$ cat config.mk
export PLATFORM = sky130hd
export DESIGN_NAME = lmbps_fifo
export DESIGN_NICKNAME = d
export VERILOG_FILES = /design/src/lmbps_fifo.sv
export SDC_FILE = /design/constraint.sdc
export NUM_CORES = 1
export LEC_CHECK = 0
export ABC_AREA = 1
export BUFFER_PORTS_ARGS = -buffer_cell sky130_fd_sc_hd__buf_4
export CAP_MARGIN = 5
export CORE_AREA = 2 2 39 41
export DETAILED_ROUTE_END_ITERATION = 12
export DIE_AREA = 0 0 41 43
export MAX_ROUTING_LAYER = met4
export PLACE_DENSITY = 0.48
export SLEW_MARGIN = 20
export SYNTH_ARGS = -nofsm -noshare
export SYNTH_HDL_FRONTEND = slang
export SYNTH_SLANG_ARGS = --single-unit
$ cat constraint.sdc
create_clock -name clk -period 4 [get_ports clk]
set_input_delay 0.4 -clock clk [delete_from_list [all_inputs] [get_ports clk]]
set_output_delay 0.4 -clock clk [all_outputs]
set_load 0.05 [all_outputs]
$ cat src/lmbps_fifo.sv
`default_nettype none
module lmbps_fifo #(
  parameter type T = logic,
  parameter int DEPTH = 2
) (
  input  logic clk,
  input  logic rst,
  input  logic push,
  input  T     wdata,
  output logic full,
  input  logic pop,
  output T     rdata,
  output logic empty
);

  localparam int PTR_W = $clog2(DEPTH);
  localparam int CNT_W = $clog2(DEPTH + 1);

  T                 entries [DEPTH];
  logic [PTR_W-1:0] wr_ptr;
  logic [PTR_W-1:0] rd_ptr;
  logic [CNT_W-1:0] count;
  logic             do_push;
  logic             do_pop;

  assign full    = (count == CNT_W'(DEPTH));
  assign empty   = (count == '0);
  assign do_push = push && !full;
  assign do_pop  = pop && !empty;
  assign rdata   = entries[rd_ptr];

  always_ff @(posedge clk) begin
    if (rst) begin
      wr_ptr <= '0;
      rd_ptr <= '0;
      count  <= '0;
    end else begin
      if (do_push) begin
        wr_ptr <= wr_ptr + 1'b1;
      end
      if (do_pop) begin
        rd_ptr <= rd_ptr + 1'b1;
      end
      count <= count + CNT_W'(do_push) - CNT_W'(do_pop);
    end
  end

  always_ff @(posedge clk) begin
    if (do_push) begin
      entries[wr_ptr] <= wdata;
    end
  end

endmodule
`default_nettype wire

Yosys cells after proc, flatten, opt, wreduce, memory -nomap -nowiden
Memory sizes are Yosys's and may differ from the RTL's. A register that Yosys moved wholly into a read port is not among the register bits. Cells that the tools add are included.

Logic and storage cells: 18. Register bits: 4. Output and inout port bits: 3. Memories: 1. Bits of input ports: 5. RAM bits: 2.

Add/subtract/negate cells: 4. Eq/ne operators: 1. Multiplexer cells: 4. Reduce and logical (&&, ||, !) cells: 5.

Memories: entries (depth 2, width 1, rd ports 1, clocked after Yosys merged registers in 1, wr ports 1, RTL line 19) `T entries [DEPTH];`.

Operator list (number): $mux 1 (4); $add 1x1->1 const B (2); $add 2x1->2 (1); $eq 2x2->1 const B (1); $logic_and 1x1->1 (2); $logic_not 1->1 (2); $logic_not 2->1 (1); $sub 2x1->2 (1).

Depth between registers and ports, before layout
Gate-level depths: netlist of run 1.

Depth after elaboration: 5. Mapped depth: 11. Mapped depth without buffers: 11.

Least setup slack after synthesis of run 1
Ideal clock, no wire load.

Kind: reg2reg. Start: register count[1]. End: register count[1]. Arrival: 1638 ps. Cell stages (with the launch flop): 10. Setup slack: 2247 ps. Buffers on the path: 0. Setup time: 115 ps. Clock period less this slack: 1753 ps. Cell sequence: dfxtp_1 -> nor2_2 -> nor2_4 -> ha_1 -> inv_1 -> ha_1 -> inv_1 -> nand2_1 -> a21oi_1 -> nor2_1.

Elaborated cells between the ends (all ways): 8. Those cells by class: 2 x add/sub; 1 x eq/ne; 5 x reduce/logical.

RTL lines: start: declaration (RTL line 22) `logic [CNT_W-1:0] count;`; start signal: assignment (RTL line 44) `count <= count + CNT_W'(do_push) - CNT_W'(do_pop);`; $logic_not 2->1 (RTL line 27) `assign empty = (count == '0);`; via empty (RTL line 13) `output logic empty`; $logic_not 1->1 (RTL line 29) `assign do_pop = pop && !empty;`; $logic_and 1x1->1 (RTL line 29); via do_pop (RTL line 24) `logic do_pop;`; $sub 2x1->2 (RTL line 44).

The timed path passes the listed nets, and every way through them passes these cells. A chain may end at the register's enable or synchronous reset.

Worst setup path in the final report of run 1
Start: register count[0]. End: register count[1].

Word-level cells in the longest chain between the ends: 5. Elaborated cells between the ends (all ways): 8. Those cells by class: 2 x add/sub; 1 x eq/ne; 5 x reduce/logical.

RTL lines: $eq 2x2->1 (RTL line 26) `assign full = (count == CNT_W'(DEPTH));`; $logic_not 1->1 (RTL line 28) `assign do_push = push && !full;`; $logic_and 1x1->1 (RTL line 28); $add 2x1->2 (RTL line 44); $sub 2x1->2 * (RTL line 44).

Mark *: on every way between the ends. The rest lies on a longest branch, timed or not.

==> results.json, run 1 <==
{
  "setup_viol": 0,
  "tritoncts": "built",
  "via_per_inst": 3.97,
  "ctsHoldBuffers": 0,
  "place_ws_ns": 2.44,
  "crit_path_max_fanout": 4,
  "max_slew_margin_pct": 89.2,
  "hold_violations": 0,
  "dr_wl_met2_um": 228,
  "drcViolationCount": 0,
  "criticalPathCategory": "flop to flop",
  "vias": 274,
  "core_area_sq_um": 1380,
  "status": "finished, final reports clean",
  "fillers": 153,
  "antenna_found_initial": 0,
  "rsz0062_at_grt": "false",
  "cts_resized": 0,
  "grt_pass1_vias": 268,
  "grt_max_degree": 5,
  "max-clock-path-buffers": 2,
  "powerDensity_nw_per_um2": 805,
  "syn_area_sq_um": 343,
  "dieWidth_um": 41,
  "area_growth_pct": 28.8,
  "die-area_sq_um": 1760,
  "pin_count": 8,
  "drt_iter0_drc": 1,
  "cts_setup_buffers": 0,
  "worstPathRequired_ns": 4.14,
  "numCtsBuffers": 3,
  "fmax_mhz": 656,
  "clk_pin_slew_ns": 0.05,
  "htree_levels": 1,
  "wl_met3_um": 59,
  "timing.max_cap.violations": 0,
  "grt-ovfl-total": 0,
  "start_util_pct": 24.8,
  "drtPass1Iterations": 2,
  "drive_gt1_share_pct": 30.2,
  "crit_arrival_ns": 1.67,
  "crit_path_end_kind": "flop",
  "yosys_warnings": 0,
  "nets": 61,
  "syn-instance-count": 42,
  "worstMarginPinSlew_ns": 0.162,
  "synth_cell_types": 13,
  "wl_per_cell_um": 8.10,
  "hpwlAfterDp_um": 452,
  "grt_pass1_wl_um": 1050,
  "wl_met1_um": 262,
  "track_usage_pct": 10.2,
  "final.setup.worst_slack_ns": 2.48,
  "cts.sinks": 7,
  "synth_nets": 49,
  "p_leak_nw": 0.228,
  "finalSetupTns_ns": 0,
  "synth-seq-area-share_pct": 46.7,
  "finalCriticalPeriod_ns": 1.52,
  "syn_area_per_cell_sq_um": 8.16,
  "clock_latency_ns": 0.25,
  "synth-seq-cells": 7,
  "setup.worst_path.start_class": "flop",
  "drt-total-wl_um": 559,
  "finalCritPeriodShare_pct": 38.1,
  "ir_drop_v": 0.000320,
  "root_buffer": "clkbuf_4",
  "routed.top_layer": "met4",
  "maxSlewViolCount": 0,
  "ant_nets": 0,
  "fin_skew_ns": 0.00333,
  "port_buffers": 7,
  "diodes": 0,
  "gp_congestion": 0.708,
  "hold_ws_ns": 0.305,
  "die_h_um": 43,
  "fp-row-count": 14,
  "hp-class": "primary input to flop"
}
report_power, final:
group	switching, mW	total, mW	internal (mW)
clock network	0.0274	0.0655	0.0382
registers	0.0152	0.111	0.0954
logic	0.118	0.179	0.0609
total	0.161	0.355	0.194
cell families (layout without fill, tap and decap cells):
group                      after synthesis  in the layout  share of synthesized area [%]
buffers and inverters                   10             21                           11.0
and+or+nand+nor                         20             20                           28.8
adders and majority gates                2              2                           7.30
AOI/OAI and AO/OA                        2              2                           2.92
muxes                                    1              1                           3.28
DFF                                      7              7                           46.7
layout make-up:
cell class	instances	area (sq um)	area share, %
well taps	16	20.0	4.53
flip-flops and latches	7	160	36.3
inverters	10	37.5	8.50
repair buffers	7	52.6	11.9
clock buffers	4	26.3	5.95
multi-input cells	25	145	32.9
critical path: stages (launching register included):
cell and delay (ns):
dfxtp_1 0.36, inv_1 0.08, nand2_2 0.09, nand2_1 0.07, ha_1 0.28, inv_1 0.04
ha_1 0.18, inv_1 0.05, nand2_1 0.05, a21oi_1 0.15, nor2_1 0.06
path summary, 6_finish.rpt:
path | start | end | slack [ns] | cells past startpoint
hold reg to reg | rd_ptr$_SDFFE_PP0P_ | rd_ptr$_SDFFE_PP0P_ | 0.51 | 2
setup reg to reg | count[0]$_SDFF_PP0_ | count[1]$_SDFF_PP0_ | 2.48 | 10
hold / removal | rst | count[0]$_SDFF_PP0_ | 0.30 | 2
setup / recovery | count[0]$_SDFF_PP0_ | count[1]$_SDFF_PP0_ | 2.48 | 10
per-layer routing:
metal	track usage, %	vias up
met4	6.00	0
met5	-	-
met3	9.42	2
met2	12.2	9
met1	10.7	114
li1	-	149
metrics by stage:
step           power, mW  std cells  util, %  cell area (sq um)
2_1_floorplan      0.250         42        -                343
3_3_place_gp       0.293         65     30.0                415
3_5_place_dp       0.293         65     30.0                415
4_1_cts            0.362         69     31.9                442
5_1_grt            0.389         69     31.9                442
6_report           0.355         69     31.9                442
cells in the final DEF, fill, tap and decap left out:
| master | instances |
|---|---|
| inv_1 | 10 |
| nand2_1 | 7 |
| buf_4 | 7 |
| nor2_1 | 6 |
| dfxtp_1 | 5 |
| clkbuf_4 | 3 |
| nor2_2 | 2 |
| a21oi_1 | 2 |
| nand3_1 | 2 |
| ha_1 | 2 |
| edfxtp_1 | 2 |
| nor2_4 | 1 |
| nand2_2 | 1 |
| mux2_2 | 1 |
| nand3_2 | 1 |
| clkbuf_1 | 1 |
cells in the mapped netlist:
cell type | n | share of area (%)
nor2_2 | 2 | 3.6
nor2_1 | 6 | 6.6
ha_1 | 2 | 7.3
dfxtp_1 | 5 | 29
nand3_2 | 1 | 2.9
nor2_4 | 1 | 3.3
inv_1 | 10 | 11
nand2_2 | 1 | 1.8
nand3_1 | 2 | 2.9
edfxtp_1 | 2 | 18
mux2_2 | 1 | 3.3
a21oi_1 | 2 | 2.9
nand2_1 | 7 | 7.7
Power figures use the tool's default switching activity.
==> run 2: changes to the inputs <==
- clock period: 4 -> 1.5 ns (I/O delays scaled with it)
==> results.json, run 2 (same netlist as run 1, synthesis figures left out) <==
{
  "antenna_found_initial": 0,
  "hold_ws_ns": 0.0441,
  "grt_max_degree": 5,
  "ant_nets": 0,
  "timing.max_cap.violations": 0,
  "root_buffer": "clkbuf_4",
  "gp_congestion": 0.684,
  "max-clock-path-buffers": 2,
  "final_cell_count_no_fill": 71,
  "fin_skew_ns": 0.000279,
  "maxSlewViolCount": 0,
  "start_util_pct": 24.8,
  "worstPathRequired_ns": 1.64,
  "clock_latency_ns": 0.25,
  "max_slew_margin_pct": 90.3,
  "drcViolationCount": 0,
  "grt-ovfl-total": 0,
  "track_usage_pct": 8.99,
  "fmax_mhz": 705,
  "htree_levels": 1,
  "tritoncts": "built",
  "ir_drop_v": 0.000827,
  "diodes": 0,
  "crit_arrival_ns": 1.56,
  "die_h_um": 43,
  "nets": 63,
  "layout_common_cells": "9 x inv_1, 9 x buf_4, 6 x nor2_1, 6 x nand2_1",
  "p_leak_nw": 0.237,
  "drt_iter0_drc": 8,
  "status": "finished, final reports clean",
  "fp-row-count": 14,
  "drtPass1Iterations": 4,
  "grt_pass1_vias": 235,
  "hold_violations": 0,
  "worstMarginPinSlew_ns": 0.147,
  "area_growth_pct": 37.6,
  "cts.sinks": 7,
  "core_area_sq_um": 1380,
  "die-area_sq_um": 1760,
  "grt_pass1_wl_um": 938,
  "hp-class": "primary input to flop",
  "numCtsBuffers": 3,
  "powerDensity_nw_per_um2": 2160,
  "rsz0062_at_grt": "false",
  "vias": 275,
  "via_per_inst": 3.87,
  "drive_gt1_share_pct": 41.8,
  "setup_viol": 0,
  "finalCriticalPeriod_ns": 1.42,
  "criticalPathCategory": "flop to flop",
  "port_buffers": 7,
  "finalCritPeriodShare_pct": 94.6,
  "dieWidth_um": 41,
  "dp.cells": 66,
  "holdPathStages": 2,
  "reg2reg_depth": 9,
  "setup.worst_path.start_class": "flop",
  "crit_path_end_kind": "flop",
  "crit_path_max_fanout": 3,
  "wl_per_cell_um": 8.10,
  "pin_count": 8,
  "hpwlAfterDp_um": 457,
  "drt-total-wl_um": 575,
  "clk_pin_slew_ns": 0.05,
  "finalPower_mw": 1.02
}
==> run 2: metrics by stage <==
| step | TNS (ns) | setup WS, ns | area (sq um) | utilization, % |
|---|---|---|---|---|
| global placement | 0 | 0.0844 | 429 | 31.0 |
| detailed placement | 0 | 0.0683 | 429 | 31.0 |
| floorplan | -0.0431 | -0.0431 | 349 | - |
| finish | 0 | 0.0807 | 472 | 34.1 |
| global route | 0 | 0.00429 | 472 | 34.1 |
| CTS | 0 | 0.0605 | 455 | 32.9 |
==> run 2: worst paths after layout <==
kind | from | end | slack (ns)
setup / recovery | count[0]$_SDFF_PP0_ | count[1]$_SDFF_PP0_ | 0.08
hold / removal | rst | count[0]$_SDFF_PP0_ | 0.04
setup reg to reg | count[0]$_SDFF_PP0_ | count[1]$_SDFF_PP0_ | 0.08
hold reg to reg | rd_ptr$_SDFFE_PP0P_ | rd_ptr$_SDFFE_PP0P_ | 0.51
==> run 2: timing repair <==
action	CTS	global route
setup buffers	0	1
setup endpoints to repair	0	1
hold buffers	0	0
resized for setup	0	5
==> run 2: power by group <==
part	total, mW	internal, mW	switching [mW]
Sequential	0.316	0.266	0.0500
Clock	0.174	0.102	0.0724
Combinational	0.530	0.206	0.324
==> run 2: worst max-delay path, stage by stage, from the launching register on <==
cell and delay, ns:
dfxtp_4 0.35, nor2_4 0.13, nor2_4 0.05, ha_1 0.26, inv_1 0.04, ha_2 0.17, inv_1 0.05, nand2_1 0.05
a21oi_1 0.15, nor2_1 0.06
==> run 2: cell type report <==
class / count / area, sq um
fillers: 149 / 912
flip-flops and latches: 7 / 165
multi-input cells: 25 / 155
repair buffers: 9 / 67.6
inverters: 10 / 37.5
clock buffers: 4 / 26.3
well taps: 16 / 20.0
==> run 2: layer usage <==
layer | track usage, % | part of all wire, % | vias to the layer above
met5 | - | 0 | -
met4 | 4.00 | 1.0 | 0
met1 | 9.77 | 44 | 113
met2 | 10.3 | 47 | 8
met3 | 9.42 | 7.5 | 2
li1 | - | - | 152
