===== src/lmbps_pkg.sv =====
`default_nettype none
package lmbps_pkg;

  localparam int COLOR_BITS = 11;
  localparam int PIX_W = 3 * COLOR_BITS;
  localparam int PLANE_W = 4;
  localparam int ROW_ADDR_W = 5;
  localparam int CFG_INDEX_W = 3;
  localparam int CFG_DATA_W = 7;

  localparam logic [1:0] CMD_WRITE = 2'd0;
  localparam logic [1:0] CMD_FLIP = 2'd1;
  localparam logic [1:0] CMD_TICK = 2'd2;

  localparam logic [CFG_INDEX_W-1:0] REG_COLUMNS = 3'd0;
  localparam logic [CFG_INDEX_W-1:0] REG_ROWS = 3'd1;
  localparam logic [CFG_INDEX_W-1:0] REG_CLOCK_POL = 3'd2;
  localparam logic [CFG_INDEX_W-1:0] REG_LATCH_POL = 3'd3;
  localparam logic [CFG_INDEX_W-1:0] REG_ENABLE_POL = 3'd4;

  typedef struct packed {
    logic [1:0]            command;
    logic [5:0]            column;
    logic [5:0]            row;
    logic [COLOR_BITS-1:0] red;
    logic [COLOR_BITS-1:0] green;
    logic [COLOR_BITS-1:0] blue;
  } req_t;

  typedef struct packed {
    logic                  top_red;
    logic                  top_green;
    logic                  top_blue;
    logic                  bottom_red;
    logic                  bottom_green;
    logic                  bottom_blue;
    logic                  shift_clock;
    logic [ROW_ADDR_W-1:0] row_address;
    logic                  latch;
    logic                  output_enable;
  } res_t;

  typedef struct packed {
    logic [CFG_DATA_W-1:0] columns_in_use;
    logic [CFG_DATA_W-1:0] rows_in_use;
    logic                  clock_active_high;
    logic                  latch_active_high;
    logic                  enable_active_high;
  } cfg_t;

  // one queued operation between front and back end
  typedef struct packed {
    logic [1:0]       cmd;
    logic [5:0]       row;
    logic [5:0]       column;
    logic [PIX_W-1:0] pixel;
  } op_t;

endpackage
`default_nettype wire


===== src/lmbps_fifo.sv =====
`default_nettype none
module lmbps_fifo #(
  parameter type T = logic,
  parameter int DEPTH = 2
) (
  input  logic clk,
  input  logic rst,
  input  logic push,
  input  T     wdata,
  output logic full,
  input  logic pop,
  output T     rdata,
  output logic empty
);

  localparam int PTR_W = $clog2(DEPTH);
  localparam int CNT_W = $clog2(DEPTH + 1);

  T                 entries [DEPTH];
  logic [PTR_W-1:0] wr_ptr;
  logic [PTR_W-1:0] rd_ptr;
  logic [CNT_W-1:0] count;
  logic             do_push;
  logic             do_pop;

  assign full    = (count == CNT_W'(DEPTH));
  assign empty   = (count == '0);
  assign do_push = push && !full;
  assign do_pop  = pop && !empty;
  assign rdata   = entries[rd_ptr];

  always_ff @(posedge clk) begin
    if (rst) begin
      wr_ptr <= '0;
      rd_ptr <= '0;
      count  <= '0;
    end else begin
      if (do_push) begin
        wr_ptr <= wr_ptr + 1'b1;
      end
      if (do_pop) begin
        rd_ptr <= rd_ptr + 1'b1;
      end
      count <= count + CNT_W'(do_push) - CNT_W'(do_pop);
    end
  end

  always_ff @(posedge clk) begin
    if (do_push) begin
      entries[wr_ptr] <= wdata;
    end
  end

endmodule
`default_nettype wire


===== src/lmbps_front.sv =====
`default_nettype none
module lmbps_front #(
  parameter int MAX_COLUMNS = 64,
  parameter int MAX_ROWS = 64
) (
  input  logic                           clk,
  input  logic                           rst,
  input  logic                           push,
  output logic                           full,
  input  lmbps_pkg::req_t                req,
  input  logic                           busy,
  input  logic [$clog2(MAX_COLUMNS):0]   eff_cols,
  input  logic [$clog2(MAX_ROWS)-1:0]    half_rows,
  output lmbps_pkg::op_t                 op,
  output logic                           op_valid,
  input  logic                           op_pop
);
  import lmbps_pkg::*;

  logic q_full;
  logic q_empty;
  logic keep;
  logic in_panel;
  logic q_push;
  op_t  q_in;

  assign in_panel = (32'(req.column) < 32'(eff_cols)) &&
                    (32'(req.row) < 32'({half_rows, 1'b0}));

  // writes outside the panel and unknown commands are dropped here
  always_comb begin
    case (req.command)
      CMD_WRITE: keep = in_panel;
      CMD_FLIP:  keep = 1'b1;
      CMD_TICK:  keep = 1'b1;
      default:   keep = 1'b0;
    endcase
  end

  always_comb begin
    q_in.cmd    = req.command;
    q_in.row    = req.row;
    q_in.column = req.column;
    q_in.pixel  = {req.blue, req.green, req.red};
  end

  assign full     = busy || q_full;
  assign q_push   = push && !full && keep;
  assign op_valid = !q_empty;

  lmbps_fifo #(
    .T     (op_t),
    .DEPTH (2)
  ) u_op_queue (
    .clk   (clk),
    .rst   (rst),
    .push  (q_push),
    .wdata (q_in),
    .full  (q_full),
    .pop   (op_pop),
    .rdata (op),
    .empty (q_empty)
  );

endmodule
`default_nettype wire


===== config.mk =====
export PLATFORM = sky130hd
export DESIGN_NAME = lmbps_front
export DESIGN_NICKNAME = d
export VERILOG_FILES = /design/src/lmbps_pkg.sv /design/src/lmbps_fifo.sv /design/src/lmbps_front.sv
export SDC_FILE = /design/constraint.sdc
export NUM_CORES = 1
export LEC_CHECK = 0
export CORE_MARGIN = 5
export CORE_UTILIZATION = 51
export CTS_CLUSTER_DIAMETER = 40
export DETAILED_ROUTE_END_ITERATION = 7
export DONT_BUFFER_PORTS = 1
export GPL_TIMING_DRIVEN = 0
export PLACE_DENSITY = 0.69
export RECOVER_POWER = 100
export SYNTH_ARGS = -nofsm -noshare
export SYNTH_HDL_FRONTEND = slang
export SYNTH_SLANG_ARGS = --single-unit

===== constraint.sdc =====
create_clock -name clk -period 12.92 [get_ports clk]
set_input_delay 1.938 -clock clk [delete_from_list [all_inputs] [get_ports clk]]
set_output_delay 1.938 -clock clk [all_outputs]
set_load 0.1 [all_outputs]

[After elaboration in Yosys (flattened, before gate mapping)]
Memory sizes are Yosys's and may differ from the RTL's. A register that Yosys moved wholly into a read port is not among the register bits.
Index checks and enable logic that the tools add are counted.
W data, S select, Z words.
Cells by class
  mux-type cells: 5
  div/mod/pow operators: 0
  $add $sub $neg: 4
  shifts and indexed selects: 0
  bitwise operators: 0
  multipliers: 0
  magnitude comparators: 2
  reduce and logical (&&, ||, !) cells: 12
  eq/ne operators: 3
Operators by type and width (number)
  $lt A6 B7 Y1: 2
  $logic_and A1 B1 Y1: 5
  $eq A2 B2 Y1 const B: 2
  $logic_not A2 Y1: 2
  $mux W1: 4
  $logic_not A1 Y1: 3
  $add A1 B1 Y1 const B: 2
  $add A2 B1 Y2: 1
  $eq A2 B1 Y1 const B: 1
  $pmux W1 S2: 1
  $reduce_or A2 Y1: 1
  $sub A2 B1 Y2: 1
  $logic_or A1 B1 Y1: 1
Storage, ports and cells
  word-level logic and storage cells: 30
  output and inout port bits: 49
  bits in read-only memories: 0
  bits in registers: 4
  RAM bits: 94
  bits in latches: 0
  memories kept: 1
  input port bits: 65
Memories
  u_op_queue.entries: words 2, width 47, read ports 1, clocked after Yosys merged registers in 1, wr ports 1, line lmbps_fifo.sv:19  | T entries [DEPTH];

[Depth between registers and ports, before layout]
  word-level depth: 8
  depth in mapped cells: 11
  mapped depth without buffers: 11

[By module]
A second synthesis with hierarchy kept.
Unflattened totals
  cells, all modules: 215
  area total of the unflattened synthesis: 3957.5 um^2
Modules (own cells, without submodules)
  lmbps_fifo: instances 1, area each 3631.0 um^2, cells an instance 173, sequential area each 2922.8 um^2
  lmbps_front: instances 1, area each 326.6 um^2, cells an instance 42, sequential area each 0.0 um^2

[Worst setup path before layout]
No wires, ideal clock.
  path type: input-to-reg
  start point: in eff_cols[1]
  end point: mem u_op_queue.entries[0][0] in the netlist's numbering (enable)
  path buffers: 0
  required time: 12468 ps
  setup slack: 7410 ps
  setup time: 452 ps
  arrival time: 5058 ps
  stages: 6
  cell sequence: inv_1 > ha_1 > a211o_1 > a2111oi_4 > a31oi_2 > nor2_1
On the way
  longest elaborated chain between the ends: 7
RTL lines
  from (decl): line lmbps_front.sv:12  | input logic [$clog2(MAX_COLUMNS):0] eff_cols,
  $lt A6 B7 Y1: line lmbps_front.sv:27  | assign in_panel = (32'(req.column) < 32'(eff_cols)) &&
  $logic_and A1 B1 Y1: line lmbps_front.sv:27
  $pmux W1 S2: line lmbps_front.sv:32  | case (req.command)
  $logic_and A1 B1 Y1: line lmbps_front.sv:48  | assign q_push = push && !full && keep;
  $logic_and A1 B1 Y1: line lmbps_fifo.sv:28  | assign do_push = push && !full;
  $mux W1: line lmbps_fifo.sv:49  | if (do_push) begin
  $mux W1 (implied by the code): line lmbps_fifo.sv:50  | entries[wr_ptr] <= wdata;
  to (decl): line lmbps_fifo.sv:19
Every way passes these cells.

[Worst setup path after layout]
  start point: in eff_cols[1]
  end point: mem u_op_queue.entries[1][17] in the netlist's numbering (enable)
Same word-level chain as after synthesis.

==> run_results.csv <==
group,metric,value,unit
status,run_status,"complete, but fails checks",
status,violations,"max-capacitance violations, max-slew violations",
global_routing,antenna_found_initial,0,
detailed_routing,drcViolationCount,0,
clock_network,numCtsBuffers,9,
final_layout,layout_commonest_cell,"edfxtp_1",
sta,tightest_slew,2.11,ns
final_layout,fin_nets,308,
detailed_routing,first_pass_iters,4,
power,leakage,1.45,nW
global_routing,grt_start_max_net_pins,25,
power,p_sw_share,43.9,%
die,rows,32,
sta,skew,0.0111,ns
sta,hold_viol_final,0,
setup_path,worstSetupEndpointType,"flop",
final_layout,diodes,0,
global_routing,grt_pass1_wl,10200,um
global_routing,grt_pass1_vias,1927,
setup_path,rrSetupSlack,7.89,ns
die,core_area,7650,sq um
global_routing,gr-total-overflow,0,
detailed_routing,postRouteAntennaNets,0,
setup_path,path_class,"input pin to flop",
clock_network,clkSinkCount,99,
power,clkPwrFrac,21.7,%
synth,ys.warnings.count,0,
sta,drv_slew,52,
synth,synth_nets,295,
detailed_routing,wire_per_inst,19.3,um
setup_path,cp.required,12.88,ns
sta,fin_crit,6.25,ns
sta,rsz0062_at_grt,"no",
clock_network,cts_resized,0,
final_layout,final_cell_mix,"edfxtp_1, mux2_1, inv_1, ha_1",
sta,finalSetupTns,0,ns
setup_path,reg2reg_depth,6,
setup_path,worstSetupStartpointType,"input pin",
run,cap_violations,3,
min_path,min_from,"u_op_queue.rd_ptr",
final_layout,drive_gt1_share,8.51,%
synth,post_synth_instance_area,3960,sq um
sta,period_share,48.3,%
final_layout,fill_cells,629,
sta,fmax,0.160,GHz
sta,setup_violations,0,
clock_network,cts_tree,"done",
clock_network,hold_buffers,0,
detailed_routing,vias,1824,
detailed_routing,wirelength,6510,um
setup_path,arrival,6.20,ns
synth,ys_seq_area_share,73.9,%
min_path,holdCritPathClass,"flop to flop",
detailed_routing,drt_iter0_markers,57,
setup_path,worstReg2RegStart,"u_op_queue.count[0]",
setup_path,path_max_fanout,24,
place,gp_congestion,0.691,
synth,ys_top_cells_by_area,"edfxtp_1, mux2_2, ha_1",
power,p_sw,0.391,mW
min_path,hold_depth,2,
die,dieArea,9620,sq um
sta,slew_headroom,-41.2,%
clock_network,cts_root_buf,"clkbuf_8",
synth,synthDistinctLibCells,29,
place,hpwlAfterDp,4670,um
synth,synth_seq_cells,99,
power,p_int,0.501,mW
final_layout,postLayoutCellArea,4260,sq um
clock_network,post_cts_buffers,0,
power,p_seq_share,42.1,%
place,placed_cells,321,
die,io_pins,114,
place,port_buffers,0,
power,p_comb_share,36.3,%
final_layout,syn2layout_area_growth,7.68,%
setup_path,r2r_end,"u_op_queue.entries[1][17]",
die,dieWidth,98.1,um
final_layout,finalNonFillerCells,337,
die,start_util,51.8,%
clock_network,clk_pin_slew,0.08,ns
global_routing,grtUsageTotal,14.0,%
synth,synth_top_area_share,71.3,%
synth,synth_area_per_cell,18.2,sq um
detailed_routing,viasPerCell,5.41,
synth,synth.largest_area_cell,"edfxtp_1",
power,vdd_drop_max,0.000130,V
power,power_per_cell_area,209,nW/um^2
synth,synthCells,217,
clock_network,clockBufferDepth,2,
clock_network,cts_htree_levels,3,
clock_network,clock_latency,0.35,ns
die,fp.dieH,98.1,um
place,placed_cell_area,4140,sq um
==> layout make-up <==
class                   instances  area [sq um]  share of cell area [%]
clock buffers                   9           124                    2.91
plain buffers                   5          18.8                   0.440
flip-flops and latches         99          2920                    68.6
clock inverters                 7          76.3                    1.79
multi-input cells              99           932                    21.9
inverters                      14          52.6                    1.23
repair buffers                  2          7.51                   0.176
well taps                     102           128                    2.99
==> worst max-delay path, stage by stage <==
cell	delay, ns
inv_1	0.02
ha_1	0.26
a211o_1	0.28
a2111oi_0	0.70
a31oi_1	0.28
nor2b_1	1.63
clkbuf_1	1.08
==> kinds of logic after synthesis <==
group / synth area share, %
DFF: 73.9
muxes: 13.4
and+or+nand+nor: 3.89
buffers and inverters: 1.90
adders and majority gates: 4.11
AOI/OAI and AO/OA: 2.21
xor gates and xnor gates: 0.664
==> registers in the layout (all words and copies together), names as in the netlist, named ones only <==
| register | cells |
|---|---|
| u_op_queue.count | 2 |
| u_op_queue.entries | 94 |
| u_op_queue.rd_ptr | 1 |
| u_op_queue.wr_ptr | 1 |
==> stage by stage <==
stage / worst slack (ns) / power [mW] / hold WS [ns] / util [%]
floorplan: 7.41 / 0.699 / 0.481 / -
global placement: 6.15 / 0.721 / 0.499 / 53.4
detailed placement: 8.31 / 0.723 / 0.510 / 54.1
CTS: 8.31 / 0.917 / 0.537 / 56.7
global route: 6.29 / 0.929 / 0.574 / 55.7
finish: 6.67 / 0.892 / 0.533 / 55.7
==> synthesized netlist by cell type (all sizes together) <==
cell	number
a2111oi	1
nor2b	3
nand3b	1
nand4	2
dfxtp	5
or2	1
xor2	1
or3	2
a21o	1
nor2	9
a31oi	1
xnor2	2
mux2	47
inv	14
nor3	1
a211o	2
ha	13
nand2b	2
clkbuf	2
edfxtp	94
a21oi	2
a211oi	1
o21ai	1
and2	1
nand2	3
buf	3
nand4b	2
==> routing by layer <==
metal  share of wire [%]  vias to the layer above  wire, um  GRT usage (%)
li1                    -                      846         -              -
met2                  50                       72      3250           23.0
met1                  38                      897      2440           15.3
met4                 1.4                        0        92           5.43
met5                   0                        -         0              0
met3                  11                        9       722           7.64
==> power by group through the flow <==
stage	sequential [mW]	combinational [mW]	clock [mW]
global route	0.377	0.336	0.217
global placement	0.383	0.338	0
detailed placement	0.383	0.341	0
floorplan	0.381	0.318	0
CTS	0.375	0.342	0.200
finish	0.375	0.323	0.193
==> worst max path at each step <==
stage / startpoint / to / slack, ns
CTS: busy / full / 8.31
floorplan: eff_cols[1] / u_op_queue.entries[0][0] / 7.41
detailed placement: busy / full / 8.31
global placement: eff_cols[1] / u_op_queue.entries[0][17] / 6.15
finish: eff_cols[1] / u_op_queue.entries[1][17] / 6.67
global route: eff_cols[1] / u_op_queue.entries[1][17] / 6.29
No activity file was read; power rests on OpenSTA's default activity.
